### config.mk
export PLATFORM = sky130hd
export DESIGN_NAME = grain_descriptor_queue_unit
export DESIGN_NICKNAME = d
export VERILOG_FILES = /design/src/rtl/core/gdq_pkg.sv /design/src/rtl/core/gdq_ctrl.sv /design/src/rtl/core/gdq_dpath.sv /design/src/rtl/core/grain_descriptor_queue_unit.sv
export SDC_FILE = /design/constraint.sdc
export NUM_CORES = 2
export LEC_CHECK = 0
export BUFFER_PORTS_ARGS = -buffer_cell sky130_fd_sc_hd__buf_2
export CORE_MARGIN = 2
export CORE_UTILIZATION = 55
export CTS_CLUSTER_DIAMETER = 120
export CTS_CLUSTER_SIZE = 25
export DETAILED_ROUTE_END_ITERATION = 10
export PLACE_DENSITY = 0.68
export SLEW_MARGIN = 40
export SYNTH_ARGS = -nofsm -noshare
export SYNTH_HDL_FRONTEND = slang
export SYNTH_SLANG_ARGS = --single-unit
### constraint.sdc
create_clock -name clk -period 11.7 [get_ports clk]
set_input_delay 2.925 -clock clk [delete_from_list [all_inputs] [get_ports clk]]
set_output_delay 2.925 -clock clk [all_outputs]
set_load 0.01 [all_outputs]
### src/rtl/core/gdq_pkg.sv
// shared constants and types for the grain descriptor queue
package gdq_pkg;
	localparam int unsigned TABLE_DEPTH_DEF = 16;
	localparam logic [16:0] BUF_SIZE_RST = 17'd4096;

	typedef enum logic [1:0] {
		CMD_ADD  = 2'd0,
		CMD_PEEK = 2'd1,
		CMD_POP  = 2'd2,
		CMD_TICK = 2'd3
	} cmd_t;

	typedef enum logic [1:0] {
		ST_OK      = 2'd0,
		ST_FULL    = 2'd1,
		ST_INVALID = 2'd2,
		ST_EMPTY   = 2'd3
	} stat_t;

	// controller to datapath
	typedef struct packed {
		logic load;      // capture command word
		logic div_start; // start quotient
		logic div_step;  // one quotient bit
		logic mul_step;  // register product
		logic calc;      // compute timeout and length
		logic store;     // write slot, bump tail
		logic pop;       // bump head
		logic rd_front;  // read front slot
		logic tick_rd;   // read lifetime at sweep index
		logic tick_wr;   // write back lifetime
		logic sweep_init;
		logic done;      // present result
		logic [1:0] status;
		logic clr_out;
	} gdq_ctrl_t;

	// datapath to controller
	typedef struct packed {
		logic full;
		logic empty;
		logic zero_speed;
		logic in_range;
		logic sweep_last;
		logic [1:0] cmd;
	} gdq_stat_t;
endpackage

### src/rtl/core/gdq_ctrl.sv
// controller state machine for the grain descriptor queue
module gdq_ctrl (
	input  logic                clk,
	input  logic                arst_n,
	input  logic                start,
	output logic                busy,
	output gdq_pkg::gdq_ctrl_t  ctrl,
	input  gdq_pkg::gdq_stat_t  stat
);
	typedef enum logic [3:0] {
		S_IDLE, S_DISPATCH, S_DIV, S_CHECK, S_MUL, S_CALC, S_STORE,
		S_FRONT, S_TICK_RD, S_TICK_WR, S_DONE
	} state_t;

	state_t state_q;
	logic [5:0] cnt_q;
	logic [1:0] st_q;

	always_ff @(posedge clk or negedge arst_n) begin
		if (!arst_n) begin
			state_q <= S_IDLE;
			cnt_q <= '0;
			st_q <= gdq_pkg::ST_OK;
		end else begin
			case (state_q)
				S_IDLE: begin
					if (start) state_q <= S_DISPATCH;
				end
				S_DISPATCH: begin
					st_q <= gdq_pkg::ST_OK;
					case (stat.cmd)
						gdq_pkg::CMD_ADD: begin
							if (stat.full) begin
								st_q <= gdq_pkg::ST_FULL;
								state_q <= S_DONE;
							end else if (stat.zero_speed) begin
								st_q <= gdq_pkg::ST_INVALID;
								state_q <= S_DONE;
							end else begin
								cnt_q <= 6'd0;
								state_q <= S_DIV;
							end
						end
						gdq_pkg::CMD_TICK: begin
							state_q <= stat.empty ? S_DONE : S_TICK_RD;
						end
						default: begin
							if (stat.empty) begin
								st_q <= gdq_pkg::ST_EMPTY;
								state_q <= S_DONE;
							end else begin
								state_q <= S_FRONT;
							end
						end
					endcase
				end
				S_DIV: begin
					cnt_q <= cnt_q + 6'd1;
					if (cnt_q == 6'd35) state_q <= S_CHECK;
				end
				S_CHECK: begin
					if (!stat.in_range) begin
						st_q <= gdq_pkg::ST_INVALID;
						state_q <= S_DONE;
					end else begin
						state_q <= S_MUL;
					end
				end
				S_MUL:   state_q <= S_CALC;
				S_CALC:  state_q <= S_STORE;
				S_STORE: state_q <= S_DONE;
				S_FRONT: state_q <= S_DONE;
				S_TICK_RD: state_q <= S_TICK_WR;
				S_TICK_WR: state_q <= stat.sweep_last ? S_DONE : S_TICK_RD;
				S_DONE: state_q <= S_IDLE;
				default: state_q <= S_IDLE;
			endcase
		end
	end

	assign busy = (state_q != S_IDLE);

	always_comb begin
		ctrl = '0;
		ctrl.load = (state_q == S_IDLE) && start;
		ctrl.div_start = (state_q == S_DISPATCH);
		ctrl.sweep_init = (state_q == S_DISPATCH);
		ctrl.div_step = (state_q == S_DIV);
		ctrl.mul_step = (state_q == S_MUL);
		ctrl.calc = (state_q == S_CALC);
		ctrl.store = (state_q == S_STORE);
		ctrl.rd_front = (state_q == S_FRONT);
		ctrl.pop = (state_q == S_FRONT) && (stat.cmd == gdq_pkg::CMD_POP);
		ctrl.tick_rd = (state_q == S_TICK_RD);
		ctrl.tick_wr = (state_q == S_TICK_WR);
		ctrl.done = (state_q == S_DONE);
		ctrl.status = st_q;
		ctrl.clr_out = (state_q == S_DISPATCH);
	end

	assert property (@(posedge clk) disable iff (!arst_n)
		ctrl.done |=> !busy)
		else $error("done not followed by idle");
	assert property (@(posedge clk) disable iff (!arst_n)
		ctrl.store |-> $past(ctrl.calc))
		else $error("store without calc");
	assert property (@(posedge clk) disable iff (!arst_n)
		ctrl.tick_wr |-> $past(ctrl.tick_rd))
		else $error("tick write without read");
endmodule

### src/rtl/core/gdq_dpath.sv
// datapath of the grain descriptor queue: slot memory, divider, pointers
module gdq_dpath #(
	parameter int unsigned TABLE_DEPTH = gdq_pkg::TABLE_DEPTH_DEF
) (
	input  logic               clk,
	input  logic               arst_n,
	input  gdq_pkg::gdq_ctrl_t ctrl,
	output gdq_pkg::gdq_stat_t stat,
	input  logic [16:0]        buf_size,
	input  logic [1:0]         command,
	input  logic [23:0]        position,
	input  logic [23:0]        duration,
	input  logic [23:0]        delay,
	input  logic [15:0]        speed,
	input  logic [3:0]         envelope,
	input  logic [15:0]        tick_amount,
	output logic               done,
	output logic [1:0]         status,
	output logic [23:0]        out_position,
	output logic [23:0]        out_duration,
	output logic [23:0]        out_delay,
	output logic [15:0]        out_speed,
	output logic [3:0]         out_envelope,
	output logic [31:0]        out_lifetime,
	output logic [16:0]        out_timeout,
	output logic [16:0]        out_grain_length,
	output logic [3:0]         occupancy
);
	localparam int unsigned IW = (TABLE_DEPTH > 1) ? $clog2(TABLE_DEPTH) : 1;
	localparam int unsigned SW = 24 + 24 + 24 + 16 + 4 + 17 + 17;
	localparam logic [IW:0] DEPTH_C = (IW+1)'(TABLE_DEPTH);

	logic [SW-1:0] mem_q [TABLE_DEPTH];
	logic [31:0]   life_q [TABLE_DEPTH];

	logic [IW-1:0] head_q, tail_q, sw_q;
	logic [1:0]  cmd_q;
	logic [23:0] pos_q, dur_q, dly_q;
	logic [15:0] spd_q, amt_q;
	logic [3:0]  env_q;
	logic [35:0] quo_q;   // quotient, also dividend shifter
	logic [15:0] rem_q;
	logic [39:0] prod_q;
	logic [16:0] tmo_q, gl_q;
	logic [31:0] life_rd_q;
	logic [IW-1:0] tail_nx, head_nx, sw_nx;

	function automatic logic [IW-1:0] nxt(input logic [IW-1:0] i);
		logic [IW:0] s;
		s = {1'b0, i} + 1'b1;
		return (s == DEPTH_C) ? '0 : s[IW-1:0];
	endfunction

	assign tail_nx = nxt(tail_q);
	assign head_nx = nxt(head_q);
	assign sw_nx = nxt(sw_q);

	logic [IW:0] cnt_full;
	assign cnt_full = (tail_q >= head_q) ? {1'b0, tail_q} - {1'b0, head_q}
		: {1'b0, tail_q} + DEPTH_C - {1'b0, head_q};

	// restoring divide, one bit a cycle
	logic [16:0] trial;
	assign trial = {rem_q, quo_q[35]} - {1'b0, spd_q};

	logic [35:0] lim;
	logic [36:0] dsum;
	logic [36:0] t1;
	logic [36:0] t2;
	assign lim = {11'd0, buf_size, 8'd0};
	assign dsum = {13'd0, dly_q} + {1'b0, quo_q};
	assign t1 = ({1'b0, lim} >= dsum) ? ({1'b0, lim} - dsum) >> 8 : '0;
	assign t2 = dsum >> 8;

	logic [20:0] glp;
	assign glp = {1'b0, prod_q[39:20]} + 21'd1;

	assign stat.full = (tail_nx == head_q);
	assign stat.empty = (head_q == tail_q);
	assign stat.zero_speed = (spd_q == 16'd0);
	assign stat.in_range = (quo_q >= 36'd512) && (quo_q < lim);
	assign stat.sweep_last = (sw_nx == tail_q);
	assign stat.cmd = cmd_q;

	always_ff @(posedge clk or negedge arst_n) begin
		if (!arst_n) begin
			head_q <= '0;
			tail_q <= '0;
			done <= 1'b0;
		end else begin
			done <= ctrl.done;
			if (ctrl.store) tail_q <= tail_nx;
			if (ctrl.pop) head_q <= head_nx;
		end
	end

	always_ff @(posedge clk) begin
		if (ctrl.load) begin
			cmd_q <= command;
			pos_q <= position;
			dur_q <= duration;
			dly_q <= delay;
			spd_q <= speed;
			env_q <= envelope;
			amt_q <= tick_amount;
		end
		if (ctrl.div_start) begin
			quo_q <= {dur_q, 12'd0};
			rem_q <= '0;
		end
		if (ctrl.div_step) begin
			if (!trial[16]) begin
				rem_q <= trial[15:0];
				quo_q <= {quo_q[34:0], 1'b1};
			end else begin
				rem_q <= {rem_q[14:0], quo_q[35]};
				quo_q <= {quo_q[34:0], 1'b0};
			end
		end
		if (ctrl.mul_step) prod_q <= dur_q * spd_q;
		if (ctrl.calc) begin
			tmo_q <= (t1 < t2) ? t1[16:0] : t2[16:0];
			gl_q <= ({4'd0, glp} > {8'd0, buf_size}) ? buf_size : glp[16:0];
		end
		if (ctrl.store) begin
			mem_q[tail_q] <= {pos_q, dur_q, dly_q, spd_q, env_q, tmo_q, gl_q};
			life_q[tail_q] <= '0;
		end
		if (ctrl.sweep_init) sw_q <= head_q;
		if (ctrl.tick_rd) life_rd_q <= life_q[sw_q];
		if (ctrl.tick_wr) begin
			life_q[sw_q] <= (life_rd_q > ~{16'd0, amt_q}) ? 32'hFFFF_FFFF
				: life_rd_q + {16'd0, amt_q};
			sw_q <= sw_nx;
		end
		if (ctrl.clr_out) begin
			{out_position, out_duration, out_delay, out_speed, out_envelope,
				out_timeout, out_grain_length} <= '0;
			out_lifetime <= '0;
		end
		if (ctrl.rd_front) begin
			{out_position, out_duration, out_delay, out_speed, out_envelope,
				out_timeout, out_grain_length} <= mem_q[head_q];
			out_lifetime <= life_q[head_q];
		end
		if (ctrl.done) begin
			status <= ctrl.status;
			occupancy <= 4'(cnt_full);
		end
	end

	assert property (@(posedge clk) disable iff (!arst_n)
		ctrl.store |-> !stat.full)
		else $error("store into full queue");
	assert property (@(posedge clk) disable iff (!arst_n)
		ctrl.pop |-> !stat.empty)
		else $error("pop from empty queue");
	assert property (@(posedge clk) disable iff (!arst_n)
		ctrl.store |=> tail_q != head_q)
		else $error("queue empty after store");
endmodule

### src/rtl/core/grain_descriptor_queue_unit.sv
// top level of the grain descriptor queue
// Command-style ring queue of grain descriptors, at most TABLE_DEPTH-1 grains.
// A word is taken on start while busy is low; the result word appears on the
// output ports with done high for exactly one cycle, and the receiver cannot
// stall it. Every command gives one result with status and occupancy.
// Add runs a bit-serial quotient of duration*4096 over speed, a range check,
// a product and the timeout/length calculation; peek/pop read the front
// slot; tick reads and writes back each stored grain's lifetime in turn;
// early rejects go straight to the result. One command at a time.
// buffer_size is written on cfg_valid/cfg_ready; ready is high while idle.
// Reset clears head, tail and control and sets buffer_size to 4096; slot
// contents are undefined until written.
module grain_descriptor_queue_unit #(
	parameter int unsigned TABLE_DEPTH = gdq_pkg::TABLE_DEPTH_DEF
) (
	input  logic        clk,
	input  logic        arst_n,
	input  logic        start,
	output logic        busy,
	input  logic [1:0]  command,
	input  logic [23:0] position,
	input  logic [23:0] duration,
	input  logic [23:0] delay,
	input  logic [15:0] speed,
	input  logic [3:0]  envelope,
	input  logic [15:0] tick_amount,
	input  logic        cfg_valid,
	output logic        cfg_ready,
	input  logic [16:0] cfg_data,
	output logic        done,
	output logic [1:0]  status,
	output logic [23:0] out_position,
	output logic [23:0] out_duration,
	output logic [23:0] out_delay,
	output logic [15:0] out_speed,
	output logic [3:0]  out_envelope,
	output logic [31:0] out_lifetime,
	output logic [16:0] out_timeout,
	output logic [16:0] out_grain_length,
	output logic [3:0]  occupancy
);
	gdq_pkg::gdq_ctrl_t ctrl;
	gdq_pkg::gdq_stat_t stat;
	logic [16:0] buf_size_q;

	assign cfg_ready = !busy;

	always_ff @(posedge clk or negedge arst_n) begin
		if (!arst_n) buf_size_q <= gdq_pkg::BUF_SIZE_RST;
		else if (cfg_valid && cfg_ready) buf_size_q <= cfg_data;
	end

	gdq_ctrl u_ctrl (
		.clk(clk), .arst_n(arst_n), .start(start), .busy(busy),
		.ctrl(ctrl), .stat(stat)
	);

	gdq_dpath #(.TABLE_DEPTH(TABLE_DEPTH)) u_dpath (
		.clk(clk), .arst_n(arst_n), .ctrl(ctrl), .stat(stat),
		.buf_size(buf_size_q), .command(command), .position(position),
		.duration(duration), .delay(delay), .speed(speed),
		.envelope(envelope), .tick_amount(tick_amount), .done(done),
		.status(status), .out_position(out_position),
		.out_duration(out_duration), .out_delay(out_delay),
		.out_speed(out_speed), .out_envelope(out_envelope),
		.out_lifetime(out_lifetime), .out_timeout(out_timeout),
		.out_grain_length(out_grain_length), .occupancy(occupancy)
	);
endmodule
**Word level (Yosys, flattened, before mapping)**

Memory sizes are Yosys's and may differ from the RTL's. A register that Yosys moved wholly into a read port is not among the register bits.
Index checks and enable logic that the tools add are counted.

- Register bits after elaboration: 442
- Bits in writable memories: 2528
- Memories kept: 2
- Input port bits: 131
- Output and inout bits: 167

Memory list:

| name | words | width | read ports | clocked after Yosys merged registers in | wr ports | line | text |
|---|---|---|---|---|---|---|---|
| u_dpath.mem_q | 16 | 126 | 1 | 0 | 1 | gdq_dpath.sv:33 | `logic [SW-1:0] mem_q [TABLE_DEPTH];` |
| u_dpath.life_q | 16 | 32 | 2 | 1 | 1 | gdq_dpath.sv:34 | `logic [31:0] life_q [TABLE_DEPTH];` |

- Add/subtract/negate cells: 12
- Muxes and demuxes: 55
- Bitwise operators: 1
- $lt $le $gt $ge: 7
- Reductions and logical operators: 18
- Multipliers: 1
- Equal/unequal tests: 25

Operators with widths:

| operator | number |
|---|---|
| 2-to-1 mux 32 bit | 4 |
| 2-to-1 mux 24 bit | 4 |
| 2-to-1 mux 17 bit | 5 |
| 2-to-1 mux 36 bit | 2 |
| 2-to-1 mux 16 bit | 4 |
| 2-to-1 mux 4 bit | 15 |
| multiplier 24 x 16 -> 40 bit | 1 |
| adder 24 x 36 -> 37 bit | 1 |
| greater-or-equal comparator 25 x 37 -> 1 bit | 1 |
| less-than comparator 37 x 29 -> 1 bit | 1 |
| subtractor 25 x 37 -> 37 bit | 1 |
| greater-or-equal comparator 36 x 10 -> 1 bit (second input constant) | 1 |
| less-than comparator 36 x 25 -> 1 bit | 1 |
| one-hot mux 4 bit (9 select lines) | 1 |
| adder 32 x 16 -> 32 bit | 1 |
| greater-than comparator 32 bit | 1 |
| NOT 16 -> 32 bit | 1 |
| OR reduction 32 bit | 1 |
| 2-to-1 mux 29 bit | 1 |
| adder 20 x 1 -> 21 bit (second input constant) | 1 |
| greater-than comparator 21 x 17 -> 1 bit | 1 |
| 2-to-1 mux 6 bit | 3 |
| subtractor 17 x 16 -> 17 bit | 1 |
| == test 4 x 3 -> 1 bit (second input constant) | 4 |
| other kinds (29) | 62 |

**Depth between registers and ports, before layout**

- Depth after elaboration: 7
- Depth in mapped cells: 37
- Depth with buffers taken out: 33

**By module**

From an unflattened synthesis, not the netlist that was laid out.

- Cells, all modules: 7496
- Area total of the unflattened synthesis: 135234.7 sq um

Modules (own cells, without submodules):

| module | sequential area each (sq um) | cells each | area an instance (sq um) | instances |
|---|---|---|---|---|
| gdq_dpath | 88630.0 | 7351 | 133680.7 | 1 |
| gdq_ctrl | 300.3 | 107 | 865.8 | 1 |
| grain_descriptor_queue_unit | 426.7 | 38 | 688.2 | 1 |

**Least setup slack after synthesis**

OpenSTA, ideal clock, no wires.

- Path type: register to register
- From: reg u_ctrl.state_q[0]
- To: mem u_dpath.mem_q[3][0] (netlist name), enable pin
- Data required time: 10.935 ns
- Setup time: 0.765 ns
- Clock period less this slack: 10.461 ns
- Stages on the path, launching flop included: 6
- Setup slack: 1.239 ns
- Data arrival time: 9.696 ns
- Cells stage by stage: dfrtp_1 > clkbuf_1 > nand2b_1 > nor2_1 > nand2_1 > nor3_1

- Cells in the longest elaborated chain, start to end: 3

RTL lines:

| element | line | text |
|---|---|---|
| start: declaration | gdq_ctrl.sv:15 | `state_t state_q;` |
| start signal: assignment | gdq_ctrl.sv:45 | `state_q <= stat.empty ? S_DONE : S_TICK_RD;` |
| start signal: assignment | gdq_ctrl.sv:74 | `S_TICK_WR: state_q <= stat.sweep_last ? S_DONE : S_TICK_RD;` |
| == test 4 x 3 -> 1 bit | gdq_ctrl.sv:91 | `ctrl.store = (state_q == S_STORE);` |
| 2-to-1 mux 1 bit | gdq_dpath.sv:125 | `if (ctrl.store) begin` |
| 2-to-1 mux 1 bit (implied by the code) | gdq_dpath.sv:126 | `mem_q[tail_q] <= {pos_q, dur_q, dly_q, spd_q, env_q, tmo_q, gl_q};` |
| end: declaration | gdq_dpath.sv:33 |  |

Every way passes these cells.

**Final worst setup path**

- From: reg u_dpath.dly_q[0]
- To: reg u_dpath.tmo_q[15], data pin

- Cells in the longest elaborated chain, start to end: 5
- Elaborated cells on any way between the ends: 6

RTL lines:

| element | line | text |
|---|---|---|
| start: declaration | gdq_dpath.sv:38 | `logic [23:0] pos_q, dur_q, dly_q;` |
| start signal: assignment | gdq_dpath.sv:102 | `dly_q <= delay;` |
| adder 24 x 36 -> 37 bit * | gdq_dpath.sv:71 | `assign dsum = {13'd0, dly_q} + {1'b0, quo_q};` |
| subtractor 25 x 37 -> 37 bit / greater-or-equal comparator 25 x 37 -> 1 bit (equally long branches) | gdq_dpath.sv:72 | `assign t1 = ({1'b0, lim} >= dsum) ? ({1'b0, lim} - dsum) >> 8 : '0;` |
| 2-to-1 mux 29 bit | gdq_dpath.sv:72 |  |
| less-than comparator 37 x 29 -> 1 bit | gdq_dpath.sv:122 | `tmo_q <= (t1 < t2) ? t1[16:0] : t2[16:0];` |
| 2-to-1 mux 17 bit * | gdq_dpath.sv:122 |  |
| end signal: assignment | gdq_dpath.sv:122 |  |
| end: declaration | gdq_dpath.sv:44 | `logic [16:0] tmo_q, gl_q;` |

Every way passes the cells marked *; elsewhere a longest branch is shown, timed or not.
A chain may end at the register's enable or synchronous reset.

==> flow_summary.yaml <==
status:
  status: "complete, no violations"
routing:
  drtPass1Iterations: 6
  ant_nets: 0
  routed_wl_um: 324000
  drc: 0
  vias: 66730
  post_drt_wl_per_cell_um: 31.14
  via_per_inst: 6.414
  drt_iter0_markers: 7687
timing:
  setup_viol: 0
  period_share: 0.7326
  fin_tns_setup_ns: 0
  fin_hold_ws_ns: 0.4857
  slew_viol_final: 0
  clock_skew_ns: 0.03961
  slew_headroom: 0.4080
  period_needed_ns: 8.571
  tightest_slew_ns: 0.8880
  fmax_mhz: 116.7
  rsz0062_at_grt: "false"
  hold_violations: 0
global_route:
  antenna_found_initial: 23
  track_usage: 0.2671
  first_global_vias: 68990
  grt_pass1_wl_um: 472700
  grt_max_degree: 104
  overflow: 0
logic_synthesis:
  synth.most_common_cell: "edfxtp_1"
  ys.flop_type: "edfxtp_1"
  synth_top_area_frac: 0.6670
  synth.ff_latch_count: 2982
  syn_area_mm2: 0.1325
  async_reset_ff_frac: 0.01274
  synth_cells: 6903
  yosysSeqAreaShare: 0.6742
  synthTopCellsByArea: "edfxtp_1 (67%), mux4_2 (16%), fa_1 (4.7%), ha_1 (2.3%), and2_1 (1.4%)"
  synth_common_cells: "edfxtp_1 (2944), mux4_2 (950), nand2_1 (439), inv_1 (386), fa_1 (309)"
  synth_edf_count: 2944
  yosys_warnings: 0
  synth_top_area_cell: "edfxtp_1"
  avgSynthCellArea_um2: 19.20
  synthDistinctLibCells: 87
pwr:
  power_leakage_nw: 46.61
  power_density_mw_per_mm2: 234.8
  peakVddDrop_uv: 847.9
min_path:
  hp-class: "reg -> reg"
  hold_path.startpoint: "u_ctrl.st_q[1]$_DFFE_PN0P_"
  hold_depth: 0
  min_to: "u_dpath.status[1]$_DFFE_PP_"
clock_tree:
  postCtsSetupBuffers: 0
  clk_latency_ns: 0.83
  cts_buffer_depth: 3
  cts-root-buf: "clkbuf_16"
  ctsHoldBuffers: 0
  cts_tree: "built"
  cts_sinks: 2982
  htree_levels: 4
  cts-resized-gates: 0
  clkTransAtPathRegs_ns: 0.11
  numCtsBuffers: 139
floorplanning:
  coreArea_mm2: 0.2401
  die_w_um: 494.9
  ios: 298
  start_util: 0.5520
  rows: 180
  fp.dieH_um: 494.9
  die_area_mm2: 0.2449
final_layout:
  fillers: 17310
  drive_above_1_share: 0.2415
  nets: 7861
  area_delta_synth_final_pct: 7.871
setup_path:
  worst_ep_required_time_ns: 12.30
  slowest_delay_ns: 0.63
  rr_startpoint: "u_dpath.dly_q[0]$_DFFE_PP_"
  path_max_fanout: 28
  r2r-end: "u_dpath.tmo_q[15]$_DFFE_PP_"
  critPathSlowestCell: "edfxtp_1"
  r2r_cells: 32
  critPathArrivalTime_ns: 9.17
  critPathKind: "reg -> reg"
  crit_top_cell: "o21bai_1"
  startpoint_type: "register"
  rrSetupSlack_ns: 3.13
  end_kind: "register"
placed_design:
  dp_hpwl_um: 185300
  gp_congestion: 0.8859
  numPortBuffers: 297
job:
  cap_violations: 0
==> how the worst max path moves through the flow <==
| stage | cells past startpoint | start | slack (ns) | endpoint |
|---|---|---|---|---|
| final | 32 | u_dpath.dly_q[0]$_DFFE_PP_ | 3.13 | u_dpath.tmo_q[15]$_DFFE_PP_ |
| after global routing | 33 | u_dpath.dly_q[0]$_DFFE_PP_ | 2.46 | u_dpath.tmo_q[15]$_DFFE_PP_ |
| after CTS | 32 | u_dpath.dly_q[0]$_DFFE_PP_ | 2.87 | u_dpath.tmo_q[15]$_DFFE_PP_ |
| after detailed placement | 32 | u_dpath.dly_q[0]$_DFFE_PP_ | 2.88 | u_dpath.tmo_q[15]$_DFFE_PP_ |
| after global placement | 32 | u_dpath.dly_q[0]$_DFFE_PP_ | 2.88 | u_dpath.tmo_q[15]$_DFFE_PP_ |
| after floorplan | 5 | u_ctrl.state_q[0]$_DFFE_PN0P_ | 1.24 | u_dpath.mem_q[3][0]$_DFFE_PP_ |
==> per-layer routing <==
metal	vias to the layer above	GRT usage	part of all wire
met4	10	0.06603	0.026
met2	2659	0.4417	0.50
met1	36050	0.3855	0.41
met3	429	0.03162	0.066
li1	27580	-	-
met5	-	0	0.00021
==> stage by stage <==
stage / power, mW / utilization / instances / instance area, µm² / setup WS [ns]
after global placement: 28.14 / 0.5762 / 10200 / 138300 / 2.876
after global routing: 36.09 / 0.5955 / 10400 / 143000 / 2.462
after floorplan: 24.31 / - / 6906 / 132500 / 1.239
after CTS: 33.85 / 0.5948 / 10390 / 142800 / 2.867
after detailed placement: 28.32 / 0.5786 / 10210 / 138900 / 2.880
final: 33.57 / 0.5955 / 10400 / 143000 / 3.129
==> worst max-delay path: cells and delay by family (launching register included) <==
kind	cells	cell delay (ns)
xor gates and xnor gates	1	0.33
adders and majority gates	4	1.42
and+or+nand+nor	4	0.54
AOI/OAI and AO/OA	21	4.75
muxes	1	0.38
buffers and inverters	1	0.26
DFF	1	0.63
==> cells by family (layout without fill, tap and decap cells) <==
family / count (synthesis) / count (layout) / synth area share
compound gates: 396 / 396 / 0.01972
flops: 2982 / 2982 / 0.6742
mux: 1008 / 1008 / 0.1662
other cells: 1 / 12 / 0.00002829
fa+ha+maj: 557 / 557 / 0.07007
simple gates: 1086 / 1086 / 0.04008
xor+xnor: 127 / 127 / 0.008393
buf+inv: 746 / 1050 / 0.02131
==> registers in the layout (all words and copies together) (netlist names), 32 cells and up <==
| name | count |
|---|---|
| u_dpath.life_q | 512 |
| u_dpath.out_lifetime | 32 |
| u_dpath.life_rd_q | 32 |
| u_dpath.quo_q | 36 |
| u_dpath.mem_q | 2016 |
==> layout by cell type, fill, tap and decap left out, drive strengths merged, types with 15 or more instances in the layout <==
master | netlist | final
edfxtp | 2944 | 2944
mux4 | 950 | 950
buf | 89 | 486
nand2 | 440 | 440
inv | 387 | 396
fa | 309 | 309
and2 | 288 | 288
ha | 247 | 247
clkbuf | 270 | 159
nor2 | 153 | 153
a21oi | 113 | 113
xnor2 | 83 | 83
o21ai | 69 | 69
a21o | 65 | 65
xor2 | 44 | 44
mux2 | 40 | 40
dfrtp | 37 | 37
nand3 | 31 | 31
nor3 | 30 | 30
nand4 | 29 | 29
and3 | 21 | 21
a31oi | 20 | 20
nand2b | 19 | 19
mux2i | 18 | 18
nor4 | 17 | 17
o31ai | 16 | 16
nor2b | 15 | 15
==> where the power goes <==
group | internal, mW | switching [mW] | leakage, nW
sequential | 13.2 | 0.482 | 27.2
combinational | 6.17 | 8.28 | 17.5
clock | 2.27 | 3.22 | 1.90
total | 21.6 | 12.0 | 46.6
==> cell type report <==
class                   count  area (µm²)  share of cell area
diodes                      8       20.02           0.0001400
clock buffers             159        3617             0.02530
clock inverters            18       282.8            0.001978
inverters                 387        1453             0.01016
multi-input cells        3178       40810              0.2855
flip-flops and latches   2982       89370              0.6251
well taps                3185        3985             0.02787
repair buffers            486        3426             0.02396
(Power assumes the default switching activity.)
